[src/sv/gbn_pkg.sv]
`timescale 1ns / 1ps

package gbn_pkg;

  // Fixed sizes of the transfer
  localparam int unsigned MaxWindow  = 32;
  localparam int unsigned ChunkBytes = 1024;
  localparam int unsigned BurstLimit = 32;

  localparam int unsigned CntW   = 17;
  localparam int unsigned SeqW   = 16;
  localparam int unsigned BytesW = 11;
  localparam int unsigned WinW   = 6;
  localparam int unsigned FuncW  = 2;
  localparam int unsigned CfgIdxW  = 2;
  localparam int unsigned CfgDataW = 16;
  localparam int unsigned BurstW = 6;

  // Reset values of the configuration registers
  localparam logic [SeqW-1:0]   ChunkCountRst = 16'd1;
  localparam logic [BytesW-1:0] LastBytesRst  = 11'd1024;
  localparam logic [WinW-1:0]   InitWindowRst = 6'd3;

  typedef logic [CntW-1:0] cnt_t;

  // Event codes on the request channel
  typedef enum logic [FuncW-1:0] {
    FUNC_START   = 2'd0,
    FUNC_ACK     = 2'd1,
    FUNC_TIMEOUT = 2'd2,
    FUNC_NONE    = 2'd3
  } func_e;

  // Configuration register indexes
  typedef enum logic [CfgIdxW-1:0] {
    CFG_CHUNK_COUNT = 2'd0,
    CFG_LAST_BYTES  = 2'd1,
    CFG_INIT_WINDOW = 2'd2,
    CFG_UNUSED      = 2'd3
  } cfg_idx_e;

  // Decoded operation handed from front to back
  typedef enum logic [3:0] {
    OP_RESTART = 4'b0001,
    OP_ACK     = 4'b0010,
    OP_REWIND  = 4'b0100,
    OP_HOLD    = 4'b1000
  } op_e;

  typedef struct packed {
    op_e  op;
    cnt_t ack_cnt;
  } cmd_t;

  typedef struct packed {
    logic [SeqW-1:0]   chunk_count;
    logic [BytesW-1:0] last_bytes;
    logic [WinW-1:0]   init_window;
  } cfg_t;

  typedef struct packed {
    logic              send_valid;
    logic [SeqW-1:0]   seq_no;
    logic [BytesW-1:0] payload_bytes;
    logic [WinW-1:0]   window_now;
    logic              ack_ignored;
    logic              all_done;
    logic              last;
  } res_t;

  // Keep a window value within 1..MaxWindow
  function automatic logic [WinW-1:0] clamp_window(input logic [WinW-1:0] w);
    logic [WinW-1:0] r;
    if (w == '0) begin
      r = WinW'(1);
    end else if (w > WinW'(MaxWindow)) begin
      r = WinW'(MaxWindow);
    end else begin
      r = w;
    end
    return r;
  endfunction

endpackage

[src/sv/gobackn_window_sender.sv]
`timescale 1ns / 1ps

// Go-back-N transmit scheduler with a congestion window. Each request is a
// start, an ACK, a timeout or a no-op event; the block answers with one
// or more results: one send command per chunk the window allows (up to 32),
// or a single no-send result, the final one marked by last_o. Events pass
// through a two-entry queue to a sequencer that first applies the event and
// then issues its results in turn; it takes no new event until the final
// result of the current one is issued. The sequencer issues one result per
// cycle while the output is not back-pressured. Configuration writes take
// effect at once and belong in idle periods.
// No start-up pass: the block behaves as started right after reset.
module gobackn_window_sender import gbn_pkg::*; (
  input  logic                clk_i,
  input  logic                rst_ni,
  input  logic                cfg_we_i,
  input  logic [CfgIdxW-1:0]  cfg_idx_i,
  input  logic [CfgDataW-1:0] cfg_data_i,
  input  logic                in_valid_i,
  output logic                in_ready_o,
  input  logic [FuncW-1:0]    func_i,
  input  logic [SeqW-1:0]     ack_seq_i,
  output logic                out_valid_o,
  input  logic                out_ready_i,
  output logic                send_valid_o,
  output logic [SeqW-1:0]     seq_no_o,
  output logic [BytesW-1:0]   payload_bytes_o,
  output logic [WinW-1:0]     window_now_o,
  output logic                ack_ignored_o,
  output logic                all_done_o,
  output logic                last_o
);

  cfg_t cfg_q, cfg_d;
  logic cmd_valid, cmd_ready;
  cmd_t cmd;
  res_t res;

  // Configuration registers
  always_comb begin
    cfg_d = cfg_q;
    if (cfg_we_i) begin
      case (cfg_idx_e'(cfg_idx_i))
        CFG_CHUNK_COUNT: cfg_d.chunk_count = cfg_data_i[SeqW-1:0];
        CFG_LAST_BYTES:  cfg_d.last_bytes  = cfg_data_i[BytesW-1:0];
        CFG_INIT_WINDOW: cfg_d.init_window = cfg_data_i[WinW-1:0];
        default: begin
        end
      endcase
    end
  end

  always_ff @(posedge clk_i or negedge rst_ni) begin
    if (!rst_ni) begin
      cfg_q.chunk_count <= ChunkCountRst;
      cfg_q.last_bytes  <= LastBytesRst;
      cfg_q.init_window <= InitWindowRst;
    end else begin
      cfg_q <= cfg_d;
    end
  end

  gbn_front u_front (
    .clk_i       (clk_i),
    .rst_ni      (rst_ni),
    .in_valid_i  (in_valid_i),
    .in_ready_o  (in_ready_o),
    .func_i      (func_i),
    .ack_seq_i   (ack_seq_i),
    .cmd_valid_o (cmd_valid),
    .cmd_ready_i (cmd_ready),
    .cmd_o       (cmd)
  );

  gbn_back u_back (
    .clk_i       (clk_i),
    .rst_ni      (rst_ni),
    .cfg_i       (cfg_q),
    .cmd_valid_i (cmd_valid),
    .cmd_ready_o (cmd_ready),
    .cmd_i       (cmd),
    .out_valid_o (out_valid_o),
    .out_ready_i (out_ready_i),
    .res_o       (res)
  );

  assign send_valid_o    = res.send_valid;
  assign seq_no_o        = res.seq_no;
  assign payload_bytes_o = res.payload_bytes;
  assign window_now_o    = res.window_now;
  assign ack_ignored_o   = res.ack_ignored;
  assign all_done_o      = res.all_done;
  assign last_o          = res.last;

  // Window reported stays within its legal range
  assert property (@(posedge clk_i) disable iff (!rst_ni)
    out_valid_o |-> (window_now_o != '0) && (window_now_o <= WinW'(MaxWindow)))
    else $error("window out of range");

  // Only send results can be followed by more results of the same event
  assert property (@(posedge clk_i) disable iff (!rst_ni)
    (out_valid_o && !last_o) |-> send_valid_o)
    else $error("non-final result without send");

  // A no-send result carries no chunk
  assert property (@(posedge clk_i) disable iff (!rst_ni)
    (out_valid_o && !send_valid_o) |-> (seq_no_o == '0) && (payload_bytes_o == '0))
    else $error("no-send result with payload");

  // A send never names a chunk beyond the transfer
  assert property (@(posedge clk_i) disable iff (!rst_ni)
    (out_valid_o && send_valid_o) |-> (seq_no_o < cfg_q.chunk_count))
    else $error("send beyond transfer");

endmodule

[src/sv/gbn_front.sv]
`timescale 1ns / 1ps

module gbn_front import gbn_pkg::*; (
  input  logic             clk_i,
  input  logic             rst_ni,
  input  logic             in_valid_i,
  output logic             in_ready_o,
  input  logic [FuncW-1:0] func_i,
  input  logic [SeqW-1:0]  ack_seq_i,
  output logic             cmd_valid_o,
  input  logic             cmd_ready_i,
  output cmd_t             cmd_o
);

  localparam int unsigned QDepth = 2;

  cmd_t       cmd_in;
  cmd_t       q_mem_q [QDepth];
  logic       wr_ptr_q, wr_ptr_d;
  logic       rd_ptr_q, rd_ptr_d;
  logic [1:0] count_q, count_d;
  logic       push, pop;

  // Classify the incoming event
  always_comb begin
    case (func_e'(func_i))
      FUNC_START:   cmd_in.op = OP_RESTART;
      FUNC_ACK:     cmd_in.op = OP_ACK;
      FUNC_TIMEOUT: cmd_in.op = OP_REWIND;
      default:      cmd_in.op = OP_HOLD;
    endcase
    cmd_in.ack_cnt = {1'b0, ack_seq_i} + cnt_t'(1);
  end

  // Short queue toward the back end
  assign in_ready_o  = (count_q != 2'(QDepth));
  assign cmd_valid_o = (count_q != '0);
  assign cmd_o       = q_mem_q[rd_ptr_q];
  assign push        = in_valid_i && in_ready_o;
  assign pop         = cmd_valid_o && cmd_ready_i;

  always_comb begin
    wr_ptr_d = push ? ~wr_ptr_q : wr_ptr_q;
    rd_ptr_d = pop ? ~rd_ptr_q : rd_ptr_q;
    count_d  = count_q + 2'(push) - 2'(pop);
  end

  always_ff @(posedge clk_i) begin
    if (push) begin
      q_mem_q[wr_ptr_q] <= cmd_in;
    end
  end

  always_ff @(posedge clk_i or negedge rst_ni) begin
    if (!rst_ni) begin
      wr_ptr_q <= 1'b0;
      rd_ptr_q <= 1'b0;
      count_q  <= '0;
    end else begin
      wr_ptr_q <= wr_ptr_d;
      rd_ptr_q <= rd_ptr_d;
      count_q  <= count_d;
    end
  end

endmodule

[src/sv/gbn_back.sv]
`timescale 1ns / 1ps

module gbn_back import gbn_pkg::*; (
  input  logic clk_i,
  input  logic rst_ni,
  input  cfg_t cfg_i,
  input  logic cmd_valid_i,
  output logic cmd_ready_o,
  input  cmd_t cmd_i,
  output logic out_valid_o,
  input  logic out_ready_i,
  output res_t res_o
);

  typedef enum logic [1:0] {
    ST_IDLE  = 2'b01,
    ST_BURST = 2'b10
  } st_e;

  st_e               state_q, state_d;
  cnt_t              sent_q, sent_d;
  cnt_t              acked_q, acked_d;
  logic [WinW-1:0]   win_q, win_d;
  logic              ign_q, ign_d;
  logic [BurstW-1:0] n_q, n_d;
  logic              ov_q, ov_d;
  res_t              res_q, res_d;

  cnt_t              chunk_cnt, nxt, ack_diff, win_sum;
  logic [BytesW-1:0] last_bytes;
  logic              out_free, can_send, more, ack_ok;

  assign chunk_cnt  = {1'b0, cfg_i.chunk_count};
  assign last_bytes = (cfg_i.last_bytes > BytesW'(ChunkBytes)) ? BytesW'(ChunkBytes)
                                                               : cfg_i.last_bytes;
  assign nxt        = sent_q + cnt_t'(1);
  assign out_free   = !ov_q || out_ready_i;

  // Window check for the current and the following chunk
  assign can_send = (n_q < BurstW'(BurstLimit)) && (sent_q < chunk_cnt) &&
                    (sent_q >= acked_q) && ((sent_q - acked_q) < cnt_t'(win_q));
  assign more     = (n_q < BurstW'(BurstLimit - 1)) && (nxt < chunk_cnt) &&
                    (nxt >= acked_q) && ((nxt - acked_q) < cnt_t'(win_q));

  // Acknowledge range and window growth
  assign ack_ok   = (cmd_i.ack_cnt > acked_q) && (cmd_i.ack_cnt <= sent_q);
  assign ack_diff = cmd_i.ack_cnt - acked_q;
  assign win_sum  = cnt_t'(win_q) + ack_diff;

  assign cmd_ready_o = (state_q == ST_IDLE);
  assign out_valid_o = ov_q;
  assign res_o       = res_q;

  always_comb begin
    state_d = state_q;
    sent_d  = sent_q;
    acked_d = acked_q;
    win_d   = win_q;
    ign_d   = ign_q;
    n_d     = n_q;
    ov_d    = ov_q;
    res_d   = res_q;

    // drop the result once taken
    if (ov_q && out_ready_i) begin
      ov_d = 1'b0;
    end

    case (state_q)
      ST_IDLE: begin
        // apply the event to the transfer state
        if (cmd_valid_i) begin
          ign_d   = 1'b0;
          n_d     = '0;
          state_d = ST_BURST;
          case (cmd_i.op)
            OP_RESTART: begin
              sent_d  = '0;
              acked_d = '0;
              win_d   = clamp_window(cfg_i.init_window);
            end
            OP_ACK: begin
              if (ack_ok) begin
                acked_d = cmd_i.ack_cnt;
                win_d   = (win_sum > cnt_t'(MaxWindow)) ? WinW'(MaxWindow)
                                                        : win_sum[WinW-1:0];
              end else begin
                ign_d = 1'b1;
              end
            end
            OP_REWIND: begin
              sent_d = acked_q;
              win_d  = (win_q > WinW'(1)) ? (win_q >> 1) : WinW'(1);
            end
            default: begin
            end
          endcase
        end
      end
      ST_BURST: begin
        // issue one result per cycle while the output is free, until the window or burst limit ends the burst
        if (out_free) begin
          ov_d              = 1'b1;
          res_d.send_valid  = can_send;
          res_d.seq_no      = can_send ? sent_q[SeqW-1:0] : '0;
          res_d.payload_bytes = !can_send ? '0 :
                                (nxt == chunk_cnt) ? last_bytes : BytesW'(ChunkBytes);
          res_d.window_now  = win_q;
          res_d.ack_ignored = ign_q;
          res_d.all_done    = (acked_q >= chunk_cnt);
          res_d.last        = !can_send || !more;
          if (can_send) begin
            sent_d = nxt;
            n_d    = n_q + BurstW'(1);
          end
          if (!can_send || !more) begin
            state_d = ST_IDLE;
          end
        end
      end
      default: begin
        state_d = ST_IDLE;
      end
    endcase
  end

  always_ff @(posedge clk_i) begin
    res_q <= res_d;
  end

  always_ff @(posedge clk_i or negedge rst_ni) begin
    if (!rst_ni) begin
      state_q <= ST_IDLE;
      sent_q  <= '0;
      acked_q <= '0;
      win_q   <= clamp_window(InitWindowRst);
      ign_q   <= 1'b0;
      n_q     <= '0;
      ov_q    <= 1'b0;
    end else begin
      state_q <= state_d;
      sent_q  <= sent_d;
      acked_q <= acked_d;
      win_q   <= win_d;
      ign_q   <= ign_d;
      n_q     <= n_d;
      ov_q    <= ov_d;
    end
  end

endmodule
[config.mk]
export PLATFORM = sky130hd
export DESIGN_NAME = gobackn_window_sender
export DESIGN_NICKNAME = d
export VERILOG_FILES = /design/src/sv/gbn_pkg.sv /design/src/sv/gobackn_window_sender.sv /design/src/sv/gbn_front.sv /design/src/sv/gbn_back.sv
export SDC_FILE = /design/constraint.sdc
export NUM_CORES = 1
export LEC_CHECK = 0
export BUFFER_PORTS_ARGS = -buffer_cell sky130_fd_sc_hd__buf_2
export CAP_MARGIN = 20
export CORE_ASPECT_RATIO = 0.8
export CORE_MARGIN = 4
export CORE_UTILIZATION = 60
export DETAILED_ROUTE_END_ITERATION = 8
export GPL_TIMING_DRIVEN = 0
export PLACE_DENSITY = 0.86
export SYNTH_ARGS = -nofsm -noshare
export SYNTH_HDL_FRONTEND = slang
export SYNTH_SLANG_ARGS = --single-unit
[constraint.sdc]
create_clock -name clk_i -period 9.6 [get_ports clk_i]
set_clock_uncertainty 0.1 [all_clocks]
set_input_delay 1.92 -clock clk_i [delete_from_list [all_inputs] [get_ports clk_i]]
set_output_delay 1.92 -clock clk_i [all_outputs]
set_load 0.02 [all_outputs]
* Word-level counts from Yosys, hierarchy flattened *
Memory sizes are Yosys's and may differ from the RTL's.
Index checks and enable logic that the tools add are counted.

word-level totals
  bits in registers = 124
  RAM bits = 42
  word-level logic and storage cells = 131
  bits of input ports = 41
  output and inout port bits = 39
  memories = 1

cells by class
  equal/unequal tests = 17
  bitwise operators = 4
  order comparisons = 15
  multiplexer cells = 31
  add/subtract/negate cells = 9
  reduce and logical (&&, ||, !) cells = 33

memories
  memory           words  bits a word  rd ports  clocked after memory_dff  wr ports  RTL line         text
  u_front.q_mem_q  2      21           1         0                         1         gbn_front.sv:18  cmd_t q_mem_q [QDepth];

operators with widths
  kind                     number
  $pmux W17 S2             3
  $mux W17                 4
  $sub A17 B17 Y17         3
  $mux W6                  7
  $ge A17 B17 Y1           2
  $lt A17 B16 Y1           2
  $lt A17 B6 Y1            2
  $mux W11                 2
  $pmux W6 S3              1
  $add A16 B1 Y17 const B  1
  $add A17 B1 Y17 const B  1
  $add A6 B17 Y17          1
  $eq A17 B16 Y1           1
  $ge A17 B16 Y1           1
  $gt A17 B17 Y1           1
  $gt A17 B6 Y1 const B    1
  $le A17 B17 Y1           1
  $pmux W4 S3              1
  $pmux W6 S2              1
  $reduce_and A4 Y1        3
  $gt A11 B11 Y1 const B   1
  $logic_and A1 B1 Y1      10
  $ne A2 B1 Y1 const B     5
  $reduce_and A2 Y1        5
  28 further kinds         49

* Logic depth before layout (Yosys ltp) *
Gate-level depths: netlist (run 1).

  depth in word-level cells = 10
  depth in mapped cells = 19
  gate-level depth less buffers = 18

* By module *
A second synthesis (run 1) with hierarchy kept.

second synthesis, totals
  cell total of the unflattened synthesis = 1221
  area total of the unflattened synthesis = 12363.1 um^2

by module, submodules not included
  module                 instances  seq. area each (um^2)  area each (um^2)  cells an instance
  gbn_back               1          2366.0                 9112.5            1026
  gbn_front              1          1361.3                 1998.2            124
  gobackn_window_sender  1          830.8                  1252.5            71

* Worst setup path after synthesis (run 1) *
OpenSTA, ideal clock, no wires.

  kind = register to register
  start = reg u_front.rd_ptr_q
  end = reg u_back.win_q[5]
  library setup time = 121 ps
  arrival = 4369 ps
  required time = 9379 ps
  path slack = 5010 ps
  path buffers = 2
  stages on the path, launching flop included = 15
  cells stage by stage = dfrtp_1 buf_2 buf_1 mux2i_1 fa_1 fa_1 nor2b_1 o31a_1 o21bai_1 a211oi_1 nor2_1 o311ai_0 o211ai_1 or4_1 a2bb2oi_1

between the ends
  word-level cells in the longest chain between the ends = 7
  elaborated cells between the ends (all ways) = 16

ends and longest elaborated chain
  element                   RTL line         text
  start: declaration        gbn_front.sv:20  logic rd_ptr_q, rd_ptr_d;
  start signal: assignment  gbn_front.sv:61  rd_ptr_q <= rd_ptr_d;
  $mem_v2 Z2 W21 *          n/a
  $sub A17 B17 Y17          gbn_back.sv:47   assign ack_diff = cmd_i.ack_cnt - acked_q;
  $add A6 B17 Y17           gbn_back.sv:48   assign win_sum = cnt_t'(win_q) + ack_diff;
  $gt A17 B6 Y1             gbn_back.sv:85   win_d = (win_sum > cnt_t'(MaxWindow)) ? WinW'(MaxWindow)
  $mux W6                   gbn_back.sv:85
  $mux W6                   gbn_back.sv:83   if (ack_ok) begin
  $pmux W6 S3               gbn_back.sv:76   case (cmd_i.op)
  end signal: assignment    gbn_back.sv:136  win_q <= clamp_window(InitWindowRst);
  end signal: assignment    gbn_back.sv:144  win_q <= win_d;
  end: declaration          gbn_back.sv:23   logic [WinW-1:0] win_q, win_d;

Mark *: on every way between the ends. The rest lies on a longest branch, timed or not. The select of a mux whose other input is x is not followed.
A chain may end at the register's enable or synchronous reset.

* Worst setup path after layout (run 1) *
  start = reg u_back.acked_q[4]
  end = reg u_back.res_q, in the netlist u_back.res_o[13] (data pin)

between the ends
  word-level cells in the longest chain between the ends = 5
  elaborated cells between the ends (all ways) = 7

ends and longest elaborated chain
  element                                               RTL line                        text
  start: declaration                                    gbn_back.sv:22                  cnt_t acked_q, acked_d;
  start signal: assignment                              gbn_back.sv:143                 acked_q <= acked_d;
  $sub A17 B17 Y17 or $ge A17 B17 Y1 (tied branches)    gbn_back.sv:41                  (sent_q >= acked_q) && ((sent_q - acked_q) < cnt_t'(win_q));
  $lt A17 B6 Y1 or $logic_and A1 B1 Y1 (tied branches)  gbn_back.sv:41, gbn_back.sv:40
  $logic_and A1 B1 Y1 *                                 gbn_back.sv:41
  via u_back.can_send                                   gbn_back.sv:31                  logic out_free, can_send, more, ack_ok;
  $not A1 Y1 (no line) *                                n/a
  $reduce_or A3 Y1 (no line) *                          n/a
  end signal: assignment                                gbn_back.sv:128                 res_q <= res_d;
  end: declaration                                      gbn_back.sv:27                  res_t res_q, res_d;

The timed path passes the listed nets; every way through them passes the cells marked *.

==> flow_summary.html, run 1 <==
<table>
<tr><th>Metric</th><th>Value</th></tr>
<tr><th colspan="2">Setup path</th></tr>
<tr><td>Worst r2r src</td><td>u_back.acked_q[4]</td></tr>
<tr><td>Cell family with most CP delay</td><td>simple AND/OR/NAND/NOR gates</td></tr>
<tr><td>Reg-to-reg setup timing slack</td><td>3.90 ns</td></tr>
<tr><td>Kind of critical path</td><td>reg2reg</td></tr>
<tr><td>Worst flop-to-flop path endpoint</td><td>u_back.res_o[13]</td></tr>
<tr><td>Chain of cells forming the critical path</td><td>inv_1 &gt; ha_1 &gt; clkbuf_1 &gt; nand2_1 &gt; a211oi_2 &gt; nor2_1 &gt; xnor2_1 &gt; ha_1 &gt; or4_1 &gt; a211oi_1 &gt; nand4_1 &gt; nor4_1 &gt; nand3_1 &gt; nor4b_2 &gt; nand3_1 &gt; clkinv_1 &gt; clkbuf_1 &gt; and3_1</td></tr>
<tr><td>Startpoint class of the critical path</td><td>register</td></tr>
<tr><td>Crit end category</td><td>register</td></tr>
<tr><td>Worst Reg2Reg Path Length in Cells</td><td>18</td></tr>
<tr><td>Largest fanout of any net on the critical path</td><td>10</td></tr>
<tr><td>Beginning of the critical path</td><td>u_back.acked_q[4]</td></tr>
<tr><td>Number of buffers and inverters on the critical path</td><td>4</td></tr>
<tr><td>Crit-path max cell delay</td><td>0.53 ns</td></tr>
<tr><td>Standard cell with the maximum stage delay on the critical path</td><td>dfrtp_1</td></tr>
<tr><td>Endpoint required time on the critical path</td><td>9.81 ns</td></tr>
<tr><td>Arrival @ worst endpoint</td><td>5.91 ns</td></tr>
<tr><th colspan="2">STA</th></tr>
<tr><td>Pins over their slew limit</td><td>0</td></tr>
<tr><td>Fin Setup TNS</td><td>0 ns</td></tr>
<tr><td>Slew at the pin closest to its max-slew limit</td><td>0.990 ns</td></tr>
<tr><td>Fin. Hold Viols</td><td>0</td></tr>
<tr><td>Setup Viol. Count Final</td><td>0</td></tr>
<tr><td>Worst Setup Slack, final</td><td>3.90 ns</td></tr>
<tr><td>Max Clock Freq</td><td>175 MHz</td></tr>
<tr><td>Fin crit period</td><td>5.70 ns</td></tr>
<tr><td>Unrepaired setup endpoints after global routing</td><td>no</td></tr>
<tr><td>Final worst path period share</td><td>59.4%</td></tr>
<tr><td>Worst slew margin relative to its limit</td><td>34.0%</td></tr>
<tr><th colspan="2">Placement</th></tr>
<tr><td>HPWL Detailed</td><td>30400 um</td></tr>
<tr><td>Weighted congestion at the end of routability-driven global placement</td><td>1.00</td></tr>
<tr><td>Placement Setup Slack</td><td>4.08 ns</td></tr>
<tr><td>Port bufs</td><td>79</td></tr>
<tr><th colspan="2">CTS</th></tr>
<tr><td>Later-pin clock latency in the skew report</td><td>0.45 ns</td></tr>
<tr><td>Hold Buf Count CTS</td><td>0</td></tr>
<tr><td>H-tree depth reported by CTS</td><td>4</td></tr>
<tr><td>Worst-path clk slew</td><td>0.08 ns</td></tr>
<tr><td>Clock tree root buffer cell</td><td>clkbuf_16</td></tr>
<tr><td>Setup repair bufs after CTS</td><td>0</td></tr>
<tr><td>Number of clock sinks</td><td>166</td></tr>
<tr><td>Post-CTS sizing</td><td>0</td></tr>
<tr><td>TritonCTS clock tree</td><td>done</td></tr>
<tr><td>Clk buf depth</td><td>2</td></tr>
<tr><td>TritonCTS Buffers</td><td>17</td></tr>
<tr><th colspan="2">Hold path</th></tr>
<tr><td>Min-Delay Path Depth</td><td>0</td></tr>
<tr><td>Class of the most critical hold timing path</td><td>reg2reg</td></tr>
<tr><td>Worst Min Path Start</td><td>u_back.win_q[4]</td></tr>
<tr><td>Hold EP</td><td>u_back.res_o[7]</td></tr>
<tr><th colspan="2">Final layout</th></tr>
<tr><td>Fraction of layout cells with a size suffix above 1</td><td>12.2%</td></tr>
<tr><td>Number of diodes</td><td>0</td></tr>
<tr><td>Area used by sequential logic in the layout</td><td>0.00456 mm2</td></tr>
<tr><td>Multi-input gate area in the final layout</td><td>0.00758 mm2</td></tr>
<tr><td>Area overhead of the layout relative to synthesis</td><td>11.1%</td></tr>
<tr><td>Final core utilization</td><td>68.0%</td></tr>
<tr><td>Fill cells</td><td>1617</td></tr>
<tr><td>Final Net Count</td><td>1656</td></tr>
<tr><th colspan="2">GRT</th></tr>
<tr><td>Total global routing overflow</td><td>0</td></tr>
<tr><td>Vias in the first global route</td><td>11.0k</td></tr>
<tr><td>Pin count of the biggest net entering global routing</td><td>59</td></tr>
<tr><td>Initial antenna violation count</td><td>0</td></tr>
<tr><td>Overall global routing resource usage</td><td>32.5%</td></tr>
<tr><td>First-pass GRT wire length</td><td>60000 um</td></tr>
<tr><th colspan="2">Floorplan</th></tr>
<tr><td>Initial cell density of the core</td><td>61.2%</td></tr>
<tr><td>Horizontal extent of the die</td><td>171 um</td></tr>
<tr><td>Full die area</td><td>0.0236 mm2</td></tr>
<tr><td>Number of ports placed on the die boundary</td><td>80</td></tr>
<tr><td>Floorplan Core Area</td><td>0.0208 mm2</td></tr>
<tr><td>Number of placement rows</td><td>47</td></tr>
<tr><td>Die Height</td><td>138 um</td></tr>
<tr><th colspan="2">Logic synthesis</th></tr>
<tr><td>Flops &amp; latches, synth</td><td>166</td></tr>
<tr><td>Portion of the post-synthesis area used by sequential elements</td><td>35.9%</td></tr>
<tr><td>Fraction of synthesized area in multiplexers</td><td>3.67%</td></tr>
<tr><td>Synthesized instance count</td><td>1351</td></tr>
<tr><td>Leading register cell type out of synthesis</td><td>dfrtp_1</td></tr>
<tr><td>Number of flops mapped to enable cells by yosys</td><td>79</td></tr>
<tr><td>Synthesized cell area</td><td>0.0127 mm2</td></tr>
<tr><td>Number of distinct library cell variants in the gate-level netlist after synthesis</td><td>85</td></tr>
<tr><td>Share of the synthesized netlist area taken by xor and xnor gates</td><td>3.38%</td></tr>
<tr><td>Number of warnings reported in the yosys synthesis log</td><td>0</td></tr>
<tr><td>Combinational family with the most area after synthesis</td><td>compound AO/OA/AOI/OAI gates</td></tr>
<tr><td>Area share of fa/ha/maj cells after synthesis</td><td>16.8%</td></tr>
<tr><td>Share of flip-flops with an asynchronous set or reset after synthesis</td><td>52.4%</td></tr>
<tr><td>Mean instance size in the synthesized netlist</td><td>9.41 um2</td></tr>
<tr><td>Number of nets in the synthesized netlist</td><td>1555</td></tr>
<tr><td>Synth Area in Simple Gates</td><td>16.8%</td></tr>
<tr><td>Fraction of the mapped netlist area in compound gates</td><td>19.0%</td></tr>
<tr><th colspan="2">Drt</th></tr>
<tr><td>DRT Pass-1 Iters</td><td>7</td></tr>
<tr><td>Count of antenna-violating nets left after detailed routing</td><td>0</td></tr>
<tr><td>Via count normalized by instance count</td><td>6.54</td></tr>
<tr><td>Drt initial violations</td><td>1042</td></tr>
<tr><td>Wire length reported by the detailed router</td><td>38500 um</td></tr>
<tr><td>Vias after detailed routing</td><td>11.3k</td></tr>
<tr><td>DRC Markers</td><td>0</td></tr>
<tr><td>Routed wire length per instance</td><td>22.2 um</td></tr>
<tr><th colspan="2">Power and ir drop</th></tr>
<tr><td>LEAKAGE</td><td>6.20 nW</td></tr>
<tr><td>Total power density per cell area</td><td>343 mW/mm2</td></tr>
<tr><td>Total Power Consumption</td><td>4.85 mW</td></tr>
<tr><td>Worst vdd rail ir drop</td><td>0.198 mV</td></tr>
<tr><th colspan="2">Flow run</th></tr>
<tr><td>Max Cap Viol</td><td>0</td></tr>
<tr><th colspan="2">Status</th></tr>
<tr><td>Status</td><td>finished, final reports clean</td></tr>
</table>
## worst max-delay path by stage
stage	end	slack, ns	cells past startpoint
2_1_floorplan	u_back.win_q[5]	5.01	14
3_3_place_gp	u_back.res_o[0]	4.14	18
3_5_place_dp	u_back.win_q[0]	4.08	14
4_1_cts	u_back.win_q[0]	4.07	14
5_1_grt	u_back.res_o[0]	3.56	18
6_report	u_back.res_o[13]	3.90	18
## sequential cells by signal, summed over array words and instances (netlist names)
register,count
cfg_q,33
u_back.acked_q,17
u_back.sent_q,17
u_front.count_q,2
u_back.state_q,2
u_back.out_valid_o,1
u_back.win_q,6
u_front.q_mem_q,42
u_front.rd_ptr_q,1
u_back.ign_q,1
u_front.wr_ptr_q,1
u_back.res_o,37
u_back.n_q,6
## metrics by stage
| step | instances | instance area (um2) | hold slack [ns] |
|---|---|---|---|
| final | 1734 | 14100 | 0.355 |
| after global routing | 1734 | 14100 | 0.377 |
| after CTS | 1734 | 14100 | 0.358 |
| after detailed placement | 1702 | 13500 | 0.337 |
| after global placement | 1699 | 13400 | 0.331 |
| after floorplan | 1351 | 12700 | 0.325 |
## cells in the mapped netlist, types with 17 or more instances
cell type	number	share of area, %
clkbuf_1	30	0.89
a21oi_1	63	2.5
nor3_1	25	0.98
mux2_2	28	2.5
a21o_1	24	1.4
dfrtp_1	80	16
edfxtp_1	79	19
o21ai_0	92	3.6
nor4_1	18	0.89
nand3_1	38	1.5
inv_1	110	3.2
a211oi_1	20	1.2
nor2_1	79	2.3
nand2_1	135	4.0
nand4_1	26	1.3
ha_1	150	15
o31ai_1	17	1.0
xnor2_1	35	2.4
and3_1	27	1.3
## cells by family (layout without fill, tap and decap cells)
| kind of cell | count (synthesis) | in the layout |
|---|---|---|
| buffers and inverters | 147 | 261 |
| AOI/OAI and AO/OA | 355 | 355 |
| xor gates and xnor gates | 49 | 49 |
| adders and majority gates | 163 | 163 |
| DFF | 166 | 166 |
| muxes | 43 | 43 |
| and+or+nand+nor | 428 | 428 |
## final cells by class
class | instances | area share, %
multi-input combinational | 1038 | 53.7
sequential | 166 | 32.3
timing repair buffer | 82 | 3.26
clock buffer | 17 | 3.01
inverter | 111 | 2.95
tap | 269 | 2.38
clock inverter | 15 | 1.30
buffer | 36 | 1.08
## cells in the final DEF (no fill, tap or decap), types with 10 or more instances in the layout
| master | synthesis | routed |
|---|---|---|
| edfxtp_1 | 79 | 79 |
| o22ai_1 | 10 | 10 |
| nand3_1 | 38 | 38 |
| o21ai_0 | 92 | 92 |
| ha_1 | 150 | 150 |
| and3_1 | 27 | 27 |
| dfrtp_1 | 80 | 80 |
| nand2b_1 | 14 | 14 |
| a21o_1 | 24 | 24 |
| nor2b_1 | 15 | 15 |
| nor3_1 | 25 | 25 |
| nor4_1 | 18 | 18 |
| nand2_1 | 135 | 135 |
| a31oi_1 | 13 | 13 |
| xor2_1 | 14 | 14 |
| inv_1 | 110 | 110 |
| nand4_1 | 26 | 26 |
| mux2_2 | 28 | 28 |
| buf_2 | 2 | 80 |
| and2_1 | 12 | 11 |
| xnor2_1 | 35 | 35 |
| a21oi_1 | 63 | 63 |
| fa_1 | 13 | 13 |
| o211ai_1 | 11 | 11 |
| clkbuf_1 | 30 | 30 |
| clkbuf_16 | 0 | 17 |
| mux2i_1 | 14 | 14 |
| o31ai_1 | 17 | 17 |
| nor2_1 | 79 | 78 |
| a211oi_1 | 20 | 20 |
| o21a_1 | 12 | 12 |
## routing by layer
metal | vias to the layer above | global-route usage [%] | routed length [um]
met5 | - | 0 | 0
met4 | 0 | 12.7 | 1650
met3 | 111 | 8.16 | 4140
met2 | 608 | 51.0 | 17500
met1 | 5385 | 43.7 | 15300
li1 | 5231 | - | -
## report_power, final
part / switching (mW) / internal [mW] / total, mW
clock: 0.347 / 0.374 / 0.721
combinational: 1.91 / 1.17 / 3.08
sequential: 0.117 / 0.930 / 1.05
total: 2.37 / 2.48 / 4.85
(Power assumes the default switching activity.)
==> run 2: changes to the inputs <==
Clock period 9.6 ns to 5.6 ns, I/O delays scaled along.
==> flow_summary.html, run 2 (same netlist as run 1, synthesis figures left out) <==
<table>
<tr><th>Metric</th><th>Value</th></tr>
<tr><th colspan="2">STA</th></tr>
<tr><td>Fin Setup TNS</td><td>0 ns (unchanged)</td></tr>
<tr><td>Worst slew margin relative to its limit</td><td>35.3% (+1.3 points)</td></tr>
<tr><td>Unrepaired setup endpoints after global routing</td><td>no</td></tr>
<tr><td>Fin. Hold Viols</td><td>0 (unchanged)</td></tr>
<tr><td>Hold Slack</td><td>0.355 ns (+0.000636 ns)</td></tr>
<tr><td>Slew at the pin closest to its max-slew limit</td><td>0.970 ns (-0.0194 ns)</td></tr>
<tr><td>Max Clock Freq</td><td>189 MHz (+7.6%)</td></tr>
<tr><td>Fin crit period</td><td>5.30 ns (-0.405 ns)</td></tr>
<tr><td>Setup Viol. Count Final</td><td>0 (unchanged)</td></tr>
<tr><td>Final worst path period share</td><td>94.6% (+35 points)</td></tr>
<tr><td>Pins over their slew limit</td><td>0 (unchanged)</td></tr>
<tr><th colspan="2">Floorplan</th></tr>
<tr><td>Initial cell density of the core</td><td>61.2% (unchanged)</td></tr>
<tr><td>Die Height</td><td>138 um (unchanged)</td></tr>
<tr><td>Horizontal extent of the die</td><td>171 um (unchanged)</td></tr>
<tr><td>Full die area</td><td>0.0236 mm2 (unchanged)</td></tr>
<tr><td>Floorplan Core Area</td><td>0.0208 mm2 (unchanged)</td></tr>
<tr><td>Number of ports placed on the die boundary</td><td>80 (unchanged)</td></tr>
<tr><td>Number of placement rows</td><td>47 (unchanged)</td></tr>
<tr><th colspan="2">Power and ir drop</th></tr>
<tr><td>LEAKAGE</td><td>6.21 nW (+0.19%)</td></tr>
<tr><td>Worst vdd rail ir drop</td><td>0.340 mV (+72%)</td></tr>
<tr><td>Total Power Consumption</td><td>8.37 mW (+73%)</td></tr>
<tr><td>Total power density per cell area</td><td>592 mW/mm2 (+72%)</td></tr>
<tr><th colspan="2">GRT</th></tr>
<tr><td>First-pass GRT wire length</td><td>60000 um (unchanged)</td></tr>
<tr><td>Initial antenna violation count</td><td>0 (unchanged)</td></tr>
<tr><td>M2 GR Usage</td><td>51.0% (unchanged)</td></tr>
<tr><td>Busiest layer in global routing</td><td>met2</td></tr>
<tr><td>Overall global routing resource usage</td><td>32.5% (unchanged)</td></tr>
<tr><td>Met3 Track Usage GR</td><td>8.16% (unchanged)</td></tr>
<tr><td>Vias in the first global route</td><td>11.0k (unchanged)</td></tr>
<tr><td>Met1 Usage GRT</td><td>43.7% (unchanged)</td></tr>
<tr><td>Pin count of the biggest net entering global routing</td><td>59 (unchanged)</td></tr>
<tr><td>Total global routing overflow</td><td>0 (unchanged)</td></tr>
<tr><th colspan="2">Hold path</th></tr>
<tr><td>Worst Min Path Start</td><td>u_back.win_q[4]</td></tr>
<tr><td>Class of the most critical hold timing path</td><td>reg2reg</td></tr>
<tr><td>Hold EP</td><td>u_back.res_o[7]</td></tr>
<tr><td>Min-Delay Path Depth</td><td>0 (unchanged)</td></tr>
<tr><th colspan="2">Final layout</th></tr>
<tr><td>Fraction of layout cells with a size suffix above 1</td><td>12.6% (+0.42 points)</td></tr>
<tr><td>Register with the most flip-flops</td><td>u_front.q_mem_q</td></tr>
<tr><td>Max reg flops</td><td>42 (unchanged)</td></tr>
<tr><td>Cell area after layout</td><td>0.0141 mm2 (+0.20%)</td></tr>
<tr><td>Final Net Count</td><td>1655 (-0.060%)</td></tr>
<tr><td>Most common cell after layout, fill and taps aside</td><td>ha_1</td></tr>
<tr><td>Final core utilization</td><td>68.1% (+0.14 points)</td></tr>
<tr><td>Area overhead of the layout relative to synthesis</td><td>11.3%</td></tr>
<tr><td>Fill cells</td><td>1621 (+0.25%)</td></tr>
<tr><td>Top library cells by usage in the layout, fill and taps aside</td><td>150 x ha_1, 135 x nand2_1, 110 x inv_1</td></tr>
<tr><td>Number of diodes</td><td>0 (unchanged)</td></tr>
<tr><th colspan="2">Drt</th></tr>
<tr><td>Count of antenna-violating nets left after detailed routing</td><td>0 (unchanged)</td></tr>
<tr><td>Wire length reported by the detailed router</td><td>38500 um (-0.11%)</td></tr>
<tr><td>Via count normalized by instance count</td><td>6.59 (+0.78%)</td></tr>
<tr><td>Drt initial violations</td><td>993 (-4.7%)</td></tr>
<tr><td>Routed wire length per instance</td><td>22.2 um (about the same)</td></tr>
<tr><td>DRC Markers</td><td>0 (unchanged)</td></tr>
<tr><td>Vias after detailed routing</td><td>11.4k (+0.72%)</td></tr>
<tr><td>DRT Pass-1 Iters</td><td>6 (-1)</td></tr>
<tr><th colspan="2">Placement</th></tr>
<tr><td>Weighted congestion at the end of routability-driven global placement</td><td>1.00 (unchanged)</td></tr>
<tr><td>Total cell area at the placement stage</td><td>0.0135 mm2 (unchanged)</td></tr>
<tr><td>HPWL Detailed</td><td>30400 um (unchanged)</td></tr>
<tr><td>Port bufs</td><td>79 (unchanged)</td></tr>
<tr><th colspan="2">CTS</th></tr>
<tr><td>H-tree depth reported by CTS</td><td>4 (unchanged)</td></tr>
<tr><td>TritonCTS clock tree</td><td>done</td></tr>
<tr><td>Worst-path clk slew</td><td>0.07 ns (about the same)</td></tr>
<tr><td>Number of clock sinks</td><td>166 (unchanged)</td></tr>
<tr><td>Later-pin clock latency in the skew report</td><td>0.45 ns (about the same)</td></tr>
<tr><td>Clock tree root buffer cell</td><td>clkbuf_16</td></tr>
<tr><td>Hold Buf Count CTS</td><td>0 (unchanged)</td></tr>
<tr><td>Clk buf depth</td><td>2 (unchanged)</td></tr>
<tr><td>TritonCTS Buffers</td><td>17 (unchanged)</td></tr>
<tr><td>Setup repair bufs after CTS</td><td>0 (unchanged)</td></tr>
<tr><th colspan="2">Setup path</th></tr>
<tr><td>Worst Reg2Reg Path Length in Cells</td><td>17 (-1)</td></tr>
<tr><td>Chain of cells forming the critical path</td><td>inv_1 &gt; ha_1 &gt; nand2_1 &gt; a211oi_4 &gt; nor2_1 &gt; xnor2_1 &gt; ha_1 &gt; or4_1 &gt; a211oi_1 &gt; nand4_1 &gt; nor4_1 &gt; nand3_1 &gt; nor4b_4 &gt; nand3_2 &gt; clkinvlp_4 &gt; a41o_1 &gt; mux2_1</td></tr>
<tr><td>Crit-path max cell delay</td><td>0.55 ns (+0.02 ns)</td></tr>
<tr><td>Arrival @ worst endpoint</td><td>5.52 ns (-0.39 ns)</td></tr>
<tr><td>Crit end category</td><td>register</td></tr>
<tr><td>Standard cell with the maximum stage delay on the critical path</td><td>dfrtp_1</td></tr>
<tr><td>Reg-to-reg setup timing slack</td><td>0.30 ns (-3.60 ns)</td></tr>
<tr><td>Startpoint class of the critical path</td><td>register</td></tr>
<tr><td>Cell seen most often among critical-path stages</td><td>ha_1</td></tr>
<tr><td>Kind of critical path</td><td>reg2reg</td></tr>
<tr><td>Endpoint required time on the critical path</td><td>5.82 ns (-3.99 ns)</td></tr>
<tr><td>Largest fanout of any net on the critical path</td><td>10 (unchanged)</td></tr>
<tr><td>Worst r2r src</td><td>u_back.acked_q[3]</td></tr>
<tr><td>Worst flop-to-flop path endpoint</td><td>u_back.state_q[1]</td></tr>
<tr><th colspan="2">Status</th></tr>
<tr><td>Status</td><td>finished, final reports clean</td></tr>
<tr><th colspan="2">Flow run</th></tr>
<tr><td>Max Cap Viol</td><td>0 (unchanged)</td></tr>
</table>
## run 2: changes by cell type in the layout (fill, tap and decap cells not counted), sizes merged
cell and change:
clkinvlp +1, clkinv -1, buf -1
## run 2: layout make-up
| cell class | instances | area, um2 | area share [%] |
|---|---|---|---|
| Buffer | 35 | 151 | 1.07 |
| Sequential cell | 166 | 4560 | 32.2 |
| Clock inverter | 15 | 184 | 1.30 |
| Multi-Input combinational cell | 1038 | 7610 | 53.8 |
| Clock buffer | 17 | 425 | 3.01 |
| Inverter | 111 | 420 | 2.97 |
| Tap cell | 269 | 337 | 2.38 |
| Timing Repair Buffer | 82 | 460 | 3.25 |
## run 2: worst max-delay path, delay by kind of cell (launching register included)
family	cells	cell delay [ns]
buffers and inverters	2	0.55
AO/OA/AOI/OAI	3	0.82
adder cells (fa/ha/maj)	2	0.67
XOR/XNOR	1	0.14
flip-flops	1	0.55
multiplexers	1	0.35
AND/OR/NAND/NOR	8	1.98
## run 2: routing by layer
metal / share of wire, % / wire length, um / up-vias
met5: 0 / 0 / -
li1: - / - / 5225
met3: 10 / 4000 / 113
met1: 40 / 15500 / 5486
met4: 4.1 / 1590 / 0
met2: 45 / 17400 / 593
## run 2: how the worst max path moves through the flow
stage	startpoint	to	slack, ns
floorplan	u_front.rd_ptr_q	u_back.win_q[5]	1.01
global placement	u_back.acked_q[4]	u_back.res_o[0]	0.14
detailed placement	u_front.rd_ptr_q	u_back.win_q[0]	0.08
CTS	u_front.rd_ptr_q	u_back.win_q[0]	0.07
global route	u_back.acked_q[3]	u_back.state_q[1]	0.01
finish	u_back.acked_q[3]	u_back.state_q[1]	0.30
## run 2: report_power, final
group	internal (mW)	switching [mW]
logic	2.02	3.32
registers	1.59	0.201
clock network	0.641	0.596
total	4.26	4.11
## run 2: timing repair
item / 4_1_cts / 5_1_grt
gates resized for setup: 0 / 10
setup endpoints to repair: 0 / 36
hold endpoints to repair: 0 / 0
## run 2: stage by stage
step                instances  setup slack [ns]
finish                   1733             0.301
global route             1733            0.0111
CTS                      1734            0.0673
detailed placement       1702            0.0797
global placement         1699             0.145
floorplan                1351              1.01
